## src/hdl/gpwg_pkg.sv

```systemverilog
// gpwg_pkg: shared types and constants of the gaussian payload word generator
// no dependencies
`timescale 1ns / 1ps
`default_nettype none
package gpwg_pkg;
    localparam logic [31:0] LCG_MUL     = 32'd1664525;
    localparam logic [31:0] LCG_ADD     = 32'd1013904223;
    localparam logic [31:0] SEED_RESET  = 32'h0000ABCD;
    localparam logic [15:0] MEAN_RESET  = 16'h1FFF;
    localparam logic [15:0] SPREAD_RESET = 16'h07FF;
    localparam logic [33:0] TWO_LN2_Q30 = 34'h58B90BFC;
    localparam logic [33:0] HALF_PI_Q31 = 34'hC90FDAA2;
    localparam logic [31:0] ONE_Q30     = 32'h40000000;

    localparam logic [1:0] REG_SEED   = 2'd0;
    localparam logic [1:0] REG_MEAN   = 2'd1;
    localparam logic [1:0] REG_SPREAD = 2'd2;

    typedef struct packed {
        logic [31:0] seed;
        logic [15:0] mean;
        logic [15:0] spread;
    } cfg_t;

    // divisors of the cosine series, one per step
    function automatic logic [7:0] cos_div(input logic [2:0] k);
        logic [7:0] d;
        begin
            unique case (k)
                3'd0: d = 8'd132;
                3'd1: d = 8'd90;
                3'd2: d = 8'd56;
                3'd3: d = 8'd30;
                3'd4: d = 8'd12;
                default: d = 8'd2;
            endcase
            return d;
        end
    endfunction
endpackage
`default_nettype wire

```

## src/hdl/gpwg_if.sv

```systemverilog
// gpwg_if: valid/ready channel interfaces for requests, results and config
// depends on nothing
`timescale 1ns / 1ps
`default_nettype none
interface gpwg_req_if;
    logic valid;
    logic ready;
    logic emit_index;
    logic last_in;
    modport source (output valid, output emit_index, output last_in, input ready);
    modport sink (input valid, input emit_index, input last_in, output ready);
endinterface

interface gpwg_res_if;
    logic        valid;
    logic        ready;
    logic [15:0] word;
    logic        last_out;
    modport source (output valid, output word, output last_out, input ready);
    modport sink (input valid, input word, input last_out, output ready);
endinterface

interface gpwg_cfg_if;
    logic        valid;
    logic        ready;
    logic [1:0]  index;
    logic [31:0] data;
    modport source (output valid, output index, output data, input ready);
    modport sink (input valid, input index, input data, output ready);
endinterface
`default_nettype wire

```

## src/hdl/gpwg_mul.sv

```systemverilog
// gpwg_mul: shift-add multiplier, 2 bits of operand b per cycle
// no package use
`timescale 1ns / 1ps
`default_nettype none
module gpwg_mul (
    input  wire logic        clk,
    input  wire logic        rst_n,
    input  wire logic        start,
    input  wire logic [33:0] a,
    input  wire logic [33:0] b,
    output logic             done,
    output logic [67:0]      prod
);
    logic [67:0] acc_reg, acc_next;
    logic [67:0] ash_reg, ash_next;
    logic [33:0] b_reg, b_next;
    logic [4:0]  cnt_reg, cnt_next;
    logic        busy_reg, busy_next;
    logic        done_reg, done_next;

    always_comb
    begin
        acc_next  = acc_reg;
        ash_next  = ash_reg;
        b_next    = b_reg;
        cnt_next  = cnt_reg;
        busy_next = busy_reg;
        done_next = 1'b0;
        if (start)
        begin
            acc_next  = '0;
            ash_next  = {34'd0, a};
            b_next    = b;
            cnt_next  = 5'd0;
            busy_next = 1'b1;
        end
        else if (busy_reg)
        begin
            // one radix-4 digit of b
            acc_next = acc_reg + (b_reg[0] ? ash_reg : 68'd0)
                       + (b_reg[1] ? {ash_reg[66:0], 1'b0} : 68'd0);
            ash_next = {ash_reg[65:0], 2'b00};
            b_next   = {2'b00, b_reg[33:2]};
            cnt_next = cnt_reg + 5'd1;
            if (cnt_reg == 5'd16)
            begin
                busy_next = 1'b0;
                done_next = 1'b1;
            end
        end
    end

    always_ff @(posedge clk or negedge rst_n)
    begin
        if (!rst_n)
        begin
            busy_reg <= 1'b0;
            done_reg <= 1'b0;
            cnt_reg  <= '0;
        end
        else
        begin
            busy_reg <= busy_next;
            done_reg <= done_next;
            cnt_reg  <= cnt_next;
        end
    end

    always_ff @(posedge clk)
    begin
        acc_reg <= acc_next;
        ash_reg <= ash_next;
        b_reg   <= b_next;
    end

    assign done = done_reg;
    assign prod = acc_reg;
endmodule
`default_nettype wire

```

## src/hdl/gpwg_div.sv

```systemverilog
// gpwg_div: restoring divider, one quotient bit per cycle, 32-bit dividend
// no package use
`timescale 1ns / 1ps
`default_nettype none
module gpwg_div (
    input  wire logic        clk,
    input  wire logic        rst_n,
    input  wire logic        start,
    input  wire logic [31:0] num,
    input  wire logic [7:0]  den,
    output logic             done,
    output logic [31:0]      quo
);
    logic [31:0] q_reg, q_next;
    logic [8:0]  r_reg, r_next;
    logic [7:0]  d_reg, d_next;
    logic [5:0]  cnt_reg, cnt_next;
    logic        busy_reg, busy_next;
    logic        done_reg, done_next;
    logic [8:0]  trial;

    always_comb
    begin
        q_next    = q_reg;
        r_next    = r_reg;
        d_next    = d_reg;
        cnt_next  = cnt_reg;
        busy_next = busy_reg;
        done_next = 1'b0;
        trial     = {r_reg[7:0], q_reg[31]};
        if (start)
        begin
            q_next    = num;
            r_next    = '0;
            d_next    = den;
            cnt_next  = '0;
            busy_next = 1'b1;
        end
        else if (busy_reg)
        begin
            if (trial >= {1'b0, d_reg})
            begin
                r_next = trial - {1'b0, d_reg};
                q_next = {q_reg[30:0], 1'b1};
            end
            else
            begin
                r_next = trial;
                q_next = {q_reg[30:0], 1'b0};
            end
            cnt_next = cnt_reg + 6'd1;
            if (cnt_reg == 6'd31)
            begin
                busy_next = 1'b0;
                done_next = 1'b1;
            end
        end
    end

    always_ff @(posedge clk or negedge rst_n)
    begin
        if (!rst_n)
        begin
            busy_reg <= 1'b0;
            done_reg <= 1'b0;
            cnt_reg  <= '0;
        end
        else
        begin
            busy_reg <= busy_next;
            done_reg <= done_next;
            cnt_reg  <= cnt_next;
        end
    end

    always_ff @(posedge clk)
    begin
        q_reg <= q_next;
        r_reg <= r_next;
        d_reg <= d_next;
    end

    assign done = done_reg;
    assign quo  = q_reg;
endmodule
`default_nettype wire

```

## src/hdl/gpwg_sqrt.sv

```systemverilog
// gpwg_sqrt: bit-pair integer square root of a 48-bit value, one result bit per cycle
// no package use
`timescale 1ns / 1ps
`default_nettype none
module gpwg_sqrt (
    input  wire logic        clk,
    input  wire logic        rst_n,
    input  wire logic        start,
    input  wire logic [47:0] val,
    output logic             done,
    output logic [23:0]      root
);
    logic [47:0] v_reg, v_next;
    logic [25:0] rem_reg, rem_next;
    logic [23:0] q_reg, q_next;
    logic [4:0]  cnt_reg, cnt_next;
    logic        busy_reg, busy_next;
    logic        done_reg, done_next;
    logic [25:0] trial;
    logic [25:0] sub;

    always_comb
    begin
        v_next    = v_reg;
        rem_next  = rem_reg;
        q_next    = q_reg;
        cnt_next  = cnt_reg;
        busy_next = busy_reg;
        done_next = 1'b0;
        trial     = {rem_reg[23:0], v_reg[47:46]};
        sub       = {q_reg, 2'b01};
        if (start)
        begin
            v_next    = val;
            rem_next  = '0;
            q_next    = '0;
            cnt_next  = '0;
            busy_next = 1'b1;
        end
        else if (busy_reg)
        begin
            v_next = {v_reg[45:0], 2'b00};
            if (trial >= sub)
            begin
                rem_next = trial - sub;
                q_next   = {q_reg[22:0], 1'b1};
            end
            else
            begin
                rem_next = trial;
                q_next   = {q_reg[22:0], 1'b0};
            end
            cnt_next = cnt_reg + 5'd1;
            if (cnt_reg == 5'd23)
            begin
                busy_next = 1'b0;
                done_next = 1'b1;
            end
        end
    end

    always_ff @(posedge clk or negedge rst_n)
    begin
        if (!rst_n)
        begin
            busy_reg <= 1'b0;
            done_reg <= 1'b0;
            cnt_reg  <= '0;
        end
        else
        begin
            busy_reg <= busy_next;
            done_reg <= done_next;
            cnt_reg  <= cnt_next;
        end
    end

    always_ff @(posedge clk)
    begin
        v_reg   <= v_next;
        rem_reg <= rem_next;
        q_reg   <= q_next;
    end

    assign done = done_reg;
    assign root = q_reg;
endmodule
`default_nettype wire

```

## src/hdl/gaussian_payload_word_generator_top.sv

```systemverilog
// gaussian_payload_word_generator_top: request sequencer, state and output register
// depends on gpwg_pkg, gpwg_if, gpwg_mul, gpwg_div, gpwg_sqrt
`timescale 1ns / 1ps
`default_nettype none
// One request in, one 16-bit payload word out. An index request returns the
// position counter through the output register. A sample request is sequenced
// over serial units: a shared radix-4 shift-add multiplier (37 products
// including 24 log squarings and the cosine series), a bit-serial divider
// (5 series steps) and a bit-pair square root, so the time a sample takes is
// set mostly by the multiplier. One request is in work at a time; a finished
// word waits in the output register and the next request is taken once it
// has gone. Config writes are accepted at any time and should be made while
// idle. No clearing pass after reset.
module gaussian_payload_word_generator_top (
    input  wire logic clk,
    input  wire logic rst_n,
    gpwg_req_if.sink   req,
    gpwg_res_if.source res,
    gpwg_cfg_if.sink   cfg
);
    typedef enum logic [13:0] {
        S_IDLE  = 14'b00000000000001,
        S_LCG1  = 14'b00000000000010,
        S_LCG2  = 14'b00000000000100,
        S_NORM  = 14'b00000000001000,
        S_SQR   = 14'b00000000010000,
        S_LNMUL = 14'b00000000100000,
        S_SQRT  = 14'b00000001000000,
        S_ANG   = 14'b00000010000000,
        S_X     = 14'b00000100000000,
        S_HMUL  = 14'b00001000000000,
        S_HDIV  = 14'b00010000000000,
        S_PM1   = 14'b00100000000000,
        S_PM2   = 14'b01000000000000,
        S_OUT   = 14'b10000000000000
    } state_t;

    state_t state_reg, state_next;
    gpwg_pkg::cfg_t cfg_reg, cfg_next;
    logic [31:0] lcg_reg, lcg_next;
    logic [15:0] pos_reg, pos_next;
    logic [31:0] u1_reg, u1_next;
    logic [31:0] u2_reg, u2_next;
    logic [33:0] m_reg, m_next;        // log mantissa, then general operand
    logic [31:0] lg_reg, lg_next;      // log2, then -2 ln u1
    logic [4:0]  n_reg, n_next;        // leading one position
    logic [23:0] r_reg, r_next;
    logic [31:0] x_reg, x_next;
    logic [31:0] h_reg, h_next;
    logic [2:0]  k_reg, k_next;
    logic        neg_reg, neg_next;
    logic [16:0] c_reg, c_next;
    logic [33:0] p_reg, p_next;
    logic [15:0] word_reg, word_next;
    logic        last_reg, last_next;
    logic        ovalid_reg, ovalid_next;
    logic        go_reg, go_next;      // a unit start has been issued

    logic        mul_start, mul_done;
    logic [33:0] mul_a, mul_b;
    logic [67:0] mul_p;
    logic        div_start, div_done;
    logic [31:0] div_num, div_q;
    logic        sq_start, sq_done;
    logic [47:0] sq_val;
    logic [23:0] sq_root;

    logic [31:0] u1f;
    logic [5:0]  lz;
    logic [33:0] hx;
    logic [31:0] cq;
    logic [32:0] cr;
    logic [56:0] tsum;
    logic [16:0] termi;
    logic [17:0] s18;

    gpwg_mul u_mul (.clk, .rst_n, .start(mul_start), .a(mul_a), .b(mul_b),
                    .done(mul_done), .prod(mul_p));
    gpwg_div u_div (.clk, .rst_n, .start(div_start), .num(div_num),
                    .den(gpwg_pkg::cos_div(k_reg)), .done(div_done), .quo(div_q));
    gpwg_sqrt u_sqrt (.clk, .rst_n, .start(sq_start), .val(sq_val),
                      .done(sq_done), .root(sq_root));

    assign req.ready = (state_reg == S_IDLE) && !ovalid_reg;
    assign cfg.ready = 1'b1;
    assign res.valid = ovalid_reg;
    assign res.word = word_reg;
    assign res.last_out = last_reg;

    // leading one of u1, searched over a 32-bit priority chain
    always_comb
    begin
        u1f = (u1_reg == 32'd0) ? 32'd1 : u1_reg;
        lz  = 6'd0;
        for (int i = 0; i < 32; i++)
        begin
            if (u1f[i])
            begin
                lz = 6'(i);
            end
        end
    end

    always_comb
    begin
        state_next  = state_reg;
        cfg_next    = cfg_reg;
        lcg_next    = lcg_reg;
        pos_next    = pos_reg;
        u1_next     = u1_reg;
        u2_next     = u2_reg;
        m_next      = m_reg;
        lg_next     = lg_reg;
        n_next      = n_reg;
        r_next      = r_reg;
        x_next      = x_reg;
        h_next      = h_reg;
        k_next      = k_reg;
        neg_next    = neg_reg;
        c_next      = c_reg;
        p_next      = p_reg;
        word_next   = word_reg;
        last_next   = last_reg;
        ovalid_next = ovalid_reg;
        go_next     = go_reg;
        mul_start   = 1'b0;
        mul_a       = m_reg;
        mul_b       = m_reg;
        div_start   = 1'b0;
        div_num     = mul_p[61:30];
        sq_start    = 1'b0;
        sq_val      = {r_reg, 24'd0};
        hx          = '0;
        cq          = '0;
        cr          = '0;
        tsum        = '0;
        termi       = '0;
        s18         = '0;

        if (cfg.valid)
        begin
            unique case (cfg.index)
                gpwg_pkg::REG_SEED:   cfg_next.seed = cfg.data;
                gpwg_pkg::REG_MEAN:   cfg_next.mean = cfg.data[15:0];
                gpwg_pkg::REG_SPREAD: cfg_next.spread = cfg.data[15:0];
                default: ;
            endcase
        end
        if (res.ready && ovalid_reg)
        begin
            ovalid_next = 1'b0;
        end

        unique case (state_reg)
            S_IDLE:
            begin
                if (req.valid && req.ready)
                begin
                    last_next = req.last_in;
                    if (req.emit_index)
                    begin
                        word_next   = pos_reg;
                        ovalid_next = 1'b1;
                    end
                    else
                    begin
                        if (pos_reg == 16'd0)
                        begin
                            lcg_next = cfg_reg.seed;
                        end
                        pos_next   = pos_reg + 16'd2;
                        state_next = S_LCG1;
                    end
                end
            end
            S_LCG1:
            begin
                // low 32 bits of one product and sum per draw
                if (!go_reg)
                begin
                    mul_start = 1'b1;
                    mul_a = {2'b00, lcg_reg};
                    mul_b = {2'b00, gpwg_pkg::LCG_MUL};
                    go_next = 1'b1;
                end
                else if (mul_done)
                begin
                    lcg_next = mul_p[31:0] + gpwg_pkg::LCG_ADD;
                    u1_next = mul_p[31:0] + gpwg_pkg::LCG_ADD;
                    go_next = 1'b0;
                    state_next = S_LCG2;
                end
            end
            S_LCG2:
            begin
                if (!go_reg)
                begin
                    mul_start = 1'b1;
                    mul_a = {2'b00, lcg_reg};
                    mul_b = {2'b00, gpwg_pkg::LCG_MUL};
                    go_next = 1'b1;
                end
                else if (mul_done)
                begin
                    lcg_next = mul_p[31:0] + gpwg_pkg::LCG_ADD;
                    u2_next = mul_p[31:0] + gpwg_pkg::LCG_ADD;
                    go_next = 1'b0;
                    state_next = S_NORM;
                end
            end
            S_NORM:
            begin
                m_next  = {2'b00, u1f << (5'd31 - lz[4:0])};
                lg_next = '0;
                n_next  = lz[4:0];
                k_next  = '0;
                x_next  = '0;
                state_next = S_SQR;
            end
            S_SQR:
            begin
                // one fraction bit of log2 per squaring
                if (!go_reg)
                begin
                    mul_start = 1'b1;
                    go_next = 1'b1;
                end
                else if (mul_done)
                begin
                    go_next = 1'b0;
                    if (mul_p[63])
                    begin
                        m_next  = {2'b00, mul_p[63:32]};
                        lg_next = {lg_reg[30:0], 1'b1};
                    end
                    else
                    begin
                        m_next  = {1'b0, mul_p[63:31]};
                        lg_next = {lg_reg[30:0], 1'b0};
                    end
                    k_next = k_reg + 3'd1;
                    if (k_reg == 3'd7)
                    begin
                        n_next = n_reg;
                    end
                    if (lg_reg[31:24] == 8'd0 && {m_reg[33:32]} == 2'b00 && x_reg[4:0] == 5'd23)
                    begin
                        lg_next[31:24] = {3'd0, n_reg};
                        x_next  = '0;
                        state_next = S_LNMUL;
                    end
                    else
                    begin
                        x_next = x_reg + 32'd1;
                    end
                end
            end
            S_LNMUL:
            begin
                if (!go_reg)
                begin
                    mul_start = 1'b1;
                    mul_a = {2'b00, 32'h20000000 - lg_reg};
                    mul_b = gpwg_pkg::TWO_LN2_Q30;
                    go_next = 1'b1;
                end
                else if (mul_done)
                begin
                    go_next = 1'b0;
                    // -2 ln u1 in Q8.24, below 2^30
                    lg_next = mul_p[61:30];
                    state_next = S_SQRT;
                end
            end
            S_SQRT:
            begin
                if (!go_reg)
                begin
                    sq_start = 1'b1;
                    sq_val = {lg_reg, 16'd0};
                    go_next = 1'b1;
                end
                else if (sq_done)
                begin
                    go_next = 1'b0;
                    r_next = sq_root;
                    neg_next = u2_reg[31] ^ u2_reg[30];
                    state_next = S_ANG;
                end
            end
            S_ANG:
            begin
                if (!go_reg)
                begin
                    mul_start = 1'b1;
                    mul_a = u2_reg[30] ? {3'd0, 31'h40000000 - {1'b0, u2_reg[29:0]}}
                                       : {4'd0, u2_reg[29:0]};
                    mul_b = gpwg_pkg::HALF_PI_Q31;
                    go_next = 1'b1;
                end
                else if (mul_done)
                begin
                    go_next = 1'b0;
                    m_next = {2'b00, mul_p[62:31]};
                    state_next = S_X;
                end
            end
            S_X:
            begin
                if (!go_reg)
                begin
                    mul_start = 1'b1;
                    go_next = 1'b1;
                end
                else if (mul_done)
                begin
                    go_next = 1'b0;
                    x_next = mul_p[61:30];
                    h_next = gpwg_pkg::ONE_Q30;
                    k_next = '0;
                    state_next = S_HMUL;
                end
            end
            S_HMUL:
            begin
                if (!go_reg)
                begin
                    mul_start = 1'b1;
                    mul_a = {2'b00, x_reg};
                    mul_b = {2'b00, h_reg};
                    go_next = 1'b1;
                end
                else if (mul_done)
                begin
                    go_next = 1'b0;
                    if (k_reg == 3'd5)
                    begin
                        // final step halves the product
                        hx = {2'b00, mul_p[61:30]};
                        cq = hx[32:1];
                        cr = {1'b0, gpwg_pkg::ONE_Q30} - {1'b0, cq};
                        if (cr[32])
                        begin
                            c_next = 17'd0;
                        end
                        else if (cr[31:0] > gpwg_pkg::ONE_Q30)
                        begin
                            c_next = 17'd65536;
                        end
                        else
                        begin
                            c_next = 17'((cr[31:0] + 32'd8192) >> 14);
                        end
                        state_next = S_PM1;
                    end
                    else
                    begin
                        div_start = 1'b1;
                        state_next = S_HDIV;
                        go_next = 1'b1;
                    end
                end
            end
            S_HDIV:
            begin
                if (div_done)
                begin
                    go_next = 1'b0;
                    h_next = gpwg_pkg::ONE_Q30 - div_q;
                    k_next = k_reg + 3'd1;
                    state_next = S_HMUL;
                end
            end
            S_PM1:
            begin
                // spread times cosine magnitude, below 2^32
                if (!go_reg)
                begin
                    mul_start = 1'b1;
                    mul_a = {18'd0, cfg_reg.spread};
                    mul_b = {17'd0, c_reg};
                    go_next = 1'b1;
                end
                else if (mul_done)
                begin
                    go_next = 1'b0;
                    p_next = mul_p[33:0];
                    state_next = S_PM2;
                end
            end
            S_PM2:
            begin
                if (!go_reg)
                begin
                    mul_start = 1'b1;
                    mul_a = p_reg;
                    mul_b = {10'd0, r_reg};
                    go_next = 1'b1;
                end
                else if (mul_done)
                begin
                    go_next = 1'b0;
                    // magnitude below 2^55, rounded away from zero when negative
                    tsum = mul_p[56:0];
                    if (neg_reg)
                    begin
                        tsum = tsum + 57'h0_000F_FFFF_FFFF;
                    end
                    termi = (tsum[56:53] != 4'd0) ? 17'h1FFFF : tsum[52:36];
                    if (neg_reg)
                    begin
                        s18 = {2'b00, cfg_reg.mean} - {1'b0, termi};
                        word_next = s18[17] ? 16'd0 : s18[15:0];
                    end
                    else
                    begin
                        s18 = {2'b00, cfg_reg.mean} + {1'b0, termi};
                        word_next = (s18[17:16] != 2'b00) ? 16'hFFFF : s18[15:0];
                    end
                    state_next = S_OUT;
                end
            end
            S_OUT:
            begin
                ovalid_next = 1'b1;
                state_next  = S_IDLE;
            end
            default: state_next = S_IDLE;
        endcase
    end

    always_ff @(posedge clk or negedge rst_n)
    begin
        if (!rst_n)
        begin
            state_reg  <= S_IDLE;
            cfg_reg    <= '{seed: gpwg_pkg::SEED_RESET, mean: gpwg_pkg::MEAN_RESET,
                            spread: gpwg_pkg::SPREAD_RESET};
            lcg_reg    <= gpwg_pkg::SEED_RESET;
            pos_reg    <= '0;
            ovalid_reg <= 1'b0;
            go_reg     <= 1'b0;
            x_reg      <= '0;
        end
        else
        begin
            state_reg  <= state_next;
            cfg_reg    <= cfg_next;
            lcg_reg    <= lcg_next;
            pos_reg    <= pos_next;
            ovalid_reg <= ovalid_next;
            go_reg     <= go_next;
            x_reg      <= x_next;
        end
    end

    always_ff @(posedge clk)
    begin
        u1_reg   <= u1_next;
        u2_reg   <= u2_next;
        m_reg    <= m_next;
        lg_reg   <= lg_next;
        n_reg    <= n_next;
        r_reg    <= r_next;
        h_reg    <= h_next;
        k_reg    <= k_next;
        neg_reg  <= neg_next;
        c_reg    <= c_next;
        p_reg    <= p_next;
        word_reg <= word_next;
        last_reg <= last_next;
    end
endmodule
`default_nettype wire

```

## src/flat_wrapper.sv

```systemverilog
// flat-port wrapper written by rule: the top's interface ports become plain ports
module gaussian_payload_word_generator_top_flat 
  (clk, rst_n, req_valid, req_emit_index, req_last_in, req_ready, res_valid, res_word, res_last_out, res_ready, cfg_valid, cfg_index, cfg_data, cfg_ready);
  gpwg_req_if req_i ();
  gpwg_res_if res_i ();
  gpwg_cfg_if cfg_i ();
  input  wire logic clk;
  input  wire logic rst_n;
  input wire logic [$bits(req_i.valid)-1:0] req_valid;
  input wire logic [$bits(req_i.emit_index)-1:0] req_emit_index;
  input wire logic [$bits(req_i.last_in)-1:0] req_last_in;
  output wire logic [$bits(req_i.ready)-1:0] req_ready;
  output wire logic [$bits(res_i.valid)-1:0] res_valid;
  output wire logic [$bits(res_i.word)-1:0] res_word;
  output wire logic [$bits(res_i.last_out)-1:0] res_last_out;
  input wire logic [$bits(res_i.ready)-1:0] res_ready;
  input wire logic [$bits(cfg_i.valid)-1:0] cfg_valid;
  input wire logic [$bits(cfg_i.index)-1:0] cfg_index;
  input wire logic [$bits(cfg_i.data)-1:0] cfg_data;
  output wire logic [$bits(cfg_i.ready)-1:0] cfg_ready;
  assign req_i.valid = req_valid;
  assign req_i.emit_index = req_emit_index;
  assign req_i.last_in = req_last_in;
  assign req_ready = req_i.ready;
  assign res_valid = res_i.valid;
  assign res_word = res_i.word;
  assign res_last_out = res_i.last_out;
  assign res_i.ready = res_ready;
  assign cfg_i.valid = cfg_valid;
  assign cfg_i.index = cfg_index;
  assign cfg_i.data = cfg_data;
  assign cfg_ready = cfg_i.ready;
  gaussian_payload_word_generator_top u_core (.clk(clk), .rst_n(rst_n), .req(req_i), .res(res_i), .cfg(cfg_i));
endmodule
```

## config.mk

```make
export PLATFORM = sky130hd
export DESIGN_NAME = gaussian_payload_word_generator_top_flat
export DESIGN_NICKNAME = d
export VERILOG_FILES = /design/src/hdl/gpwg_pkg.sv /design/src/hdl/gpwg_if.sv /design/src/hdl/gpwg_mul.sv /design/src/hdl/gpwg_div.sv /design/src/hdl/gpwg_sqrt.sv /design/src/hdl/gaussian_payload_word_generator_top.sv /design/src/flat_wrapper.sv
export SDC_FILE = /design/constraint.sdc
export NUM_CORES = 2
export LEC_CHECK = 0
export BUFFER_PORTS_ARGS = -buffer_cell sky130_fd_sc_hd__buf_2
export CORE_MARGIN = 1.5
export CORE_UTILIZATION = 64
export DETAILED_ROUTE_END_ITERATION = 16
export PLACE_DENSITY_LB_ADDON = 0.12
export SYNTH_ARGS = -nofsm -noshare
export SYNTH_HDL_FRONTEND = slang
export SYNTH_SLANG_ARGS = --single-unit
```

## constraint.sdc

```tcl
create_clock -name clk -period 5.8 [get_ports clk]
set_clock_uncertainty 0.1 [all_clocks]
set_input_delay 1.16 -clock clk [delete_from_list [all_inputs] [get_ports clk]]
set_output_delay 1.16 -clock clk [all_outputs]
set_load 0.005 [all_outputs]
```

==> flow_summary_export.csv <==
group,metric,value,unit
sta,rsz0062_at_grt,"false",
pwr,leakage,0.0196,uW
run_status,outcome,"completed",
global_route,first_global_vias,34300,
critical_path,cp-end-kind,"flip-flop",
min_path,min_path_type,"flip-flop to flip-flop",
floorplanning,die_h,265,microns
yosys,syn_inst,4491,
sta,fmax,182,MHz
cts,clock-sinks,729,
placement,portBuffers,59,
global_route,top_usage_layer,"met2",
routing,wl,146,mm
global_route,grt_util_met1,55.8,%
sta,period_share,94.8,%
final_layout,fillCellCount,5243,
yosys,ys_warn_count,0,
cts,postCtsHoldBufs,0,
routing,drtAntennaViolNets,0,
cts,cts_tree,"built",
final_layout,area_delta_synth_final,9.63,%
floorplanning,rows,95,
critical_path,worstReg2RegEnd,"u_core.res.word[8]$_DFFE_PP_",
floorplanning,start_util,65.0,%
sta,tightest_slew,1340,ps
cts,h-tree-depth,3,
critical_path,rrSetupSlack,300,ps
final_layout,nets,4758,
yosys,syn_area_per_cell,9.77,sq um
final_layout,drive_gt1_share,11.1,%
sta,setup_viol_count_final,0,
cts,root_buffer,"clkbuf_16",
pwr,peakVddDrop,0.398,mV
critical_path,rr_worst_depth,20,
global_route,grt-ovfl-total,0,
yosys,synth_edf_count,398,
yosys,synth_cell_types,100,
yosys,synth-seq-cells,729,
pwr,pwr_density_cell,533,nW/um^2
sta,finalHoldViolations,0,
cts,cts_resized,0,
global_route,grt_pass1_wl,215,mm
critical_path,start_kind,"flip-flop",
final_layout,stdcell_count,5455,
global_route,use_met2,59.4,%
cts,clk_path_buf_depth,3,
cts,numCtsBuffers,79,
placement,place_inst,5298,
yosys,ys_seq_area_share,44.5,%
critical_path,crit_path_end,"u_core.res.word[8]$_DFFE_PP_",
global_route,grt_usage,41.1,%
routing,wl_per_cell,26.7,microns
routing,firstDrtPassIters,8,
yosys,ys.flop_type,"edfxtp_1",
yosys,async_flop_share,24.8,%
sta,fin_crit,5500,ps
cts,clkLatencyLatePin,650,ps
critical_path,r2r-start,"u_core.u_mul.prod[5]$_SDFFE_PP0P_",
floorplanning,core_area,67500,sq um
global_route,met3_usage,11.5,%
floorplanning,pin_count,61,
routing,vias,36800,
placement,routabilityCongestion,1.04,
global_route,antenna_found_initial,4,
sta,drv_slew,0,
sta,fin_setup_tns,0,ps
floorplanning,die_width,265,microns
critical_path,worstSetupPathType,"flip-flop to flip-flop",
routing,drc,0,
run,maxCapViolCount,0,
yosys,netlist_area,43900,sq um
routing,first_iter_violations,5494,
yosys,synth_nets,4743,
min_path,hold_path_startpoint,"u_core.u_sqrt.root[23]$_SDFFE_PP0P_",
cts,clk_pin_slew_worst_paths,60,ps
placement,hpwl,106,mm
routing,viasPerCell,6.74,
critical_path,cp_data_arrival_time,5830,ps
sta,max_slew_margin,9.73,%
critical_path,path_max_fanout,5,
cts,post_cts_buffers,0,
critical_path,worstPathRequired,6130,ps
critical_path,cp-startpoint,"u_core.u_mul.prod[5]$_SDFFE_PP0P_",
floorplanning,die-area,70200,sq um
global_route,grt_max_degree,83,
-- stage by stage --
step | total power [uW] | worst slack [ps] | hold WS (ps) | utilization (%) | cell area (sq um)
floorplan | 16000 | 801 | 329 | - | 43900
global placement | 19800 | 537 | 361 | 67.2 | 45400
detailed placement | 19900 | 472 | 352 | 67.2 | 45400
CTS | 25300 | 413 | 367 | 71.2 | 48100
global route | 26900 | 63.3 | 390 | 71.2 | 48100
finish | 25700 | 300 | 367 | 71.3 | 48100
-- area by class of cell --
type	count	area [sq um]	share of cell area [%]
sequential	729	19500	40.6
antenna	9	22.5	0.0468
multi-input combinational	3364	22900	47.6
tap	873	1090	2.27
timing repair buffer	192	1330	2.76
inverter	140	526	1.09
clock buffer	112	2300	4.79
clock inverter	36	402	0.835
-- cells in the mapped netlist (39+ instances only) --
cell type / number / area share, %
clkbuf_1: 202 / 1.7
fa_1: 66 / 3.0
ha_1: 145 / 4.1
nand3_1: 81 / 0.92
dfrtp_1: 136 / 7.8
nor2_1: 457 / 3.9
nor3_1: 79 / 0.90
a22oi_1: 52 / 0.89
dfxtp_1: 150 / 6.8
edfxtp_1: 398 / 27
nand2_1: 491 / 4.2
a211oi_1: 44 / 0.75
inv_1: 138 / 1.2
o21ai_0: 283 / 3.2
a21o_1: 66 / 1.1
xor2_1: 136 / 2.7
mux2_2: 79 / 2.0
nand4_1: 39 / 0.56
and2_1: 148 / 2.1
mux2i_1: 216 / 4.9
a21oi_1: 205 / 2.3
dfstp_2: 45 / 2.7
xnor2_1: 141 / 2.8
-- logic make-up (layout without fill, tap and decap cells) --
group	after synthesis	in the layout	synth area share [%]
and+or+nand+nor	1545	1545	16.7
AOI/OAI and AO/OA	1035	1035	15.7
DFF	729	729	44.5
buffers and inverters	398	480	3.54
muxes	295	295	6.95
xor gates and xnor gates	277	277	5.53
adders and majority gates	211	211	7.14
other	1	10	0.00854
-- worst min-delay path by stage --
stage / end / slack (ps) / cells after the start
floorplan: u_core.r_reg[23]$_DFFE_PP_ / 330 / 0
global placement: u_core.r_reg[23]$_DFFE_PP_ / 360 / 0
detailed placement: u_core.r_reg[23]$_DFFE_PP_ / 350 / 0
CTS: u_core.r_reg[23]$_DFFE_PP_ / 370 / 0
global route: u_core.r_reg[23]$_DFFE_PP_ / 390 / 0
finish: u_core.r_reg[23]$_DFFE_PP_ / 370 / 0
-- worst max-delay path: stages, from the launching register on --
cell      delay (ps)
dfxtp_1          310
or4_1            530
nor3_2           350
nand4_1          360
nor3b_1          270
nor3_1           170
a31o_1           180
nand2_1          100
ha_1             230
fa_1             400
a21o_1           190
a211oi_1         300
o21ai_0          170
a211o_1          300
and2_1           150
and4b_1          180
and2_1           150
mux2_2           320
o21ai_0          100
a21boi_0         110
o41ai_1          320
-- where the power goes --
part / leakage, uW / switching [uW] / internal [uW]
registers: 0.00696 / 825 / 6670
logic: 0.0113 / 8020 / 4880
clock network: 0.00132 / 2210 / 3060
-- cells in the final DEF, fill, tap and decap left out, types with 137 or more instances in the layout --
cell / netlist / layout
dfxtp_1: 150 / 150
mux2i_1: 216 / 216
a21oi_1: 205 / 204
edfxtp_1: 398 / 398
ha_1: 145 / 145
o21ai_0: 283 / 281
xnor2_1: 141 / 141
nand2_1: 491 / 491
inv_1: 138 / 137
and2_1: 148 / 146
nor2_1: 457 / 455
-- metal layers --
metal	routed length, microns	up-vias	part of all wire, %
met1	56600	17700	39
li1	-	16300	-
met4	9610	0	6.6
met5	0	-	0
met3	18400	467	13
met2	61100	2293	42
(Power assumes the default switching activity.)
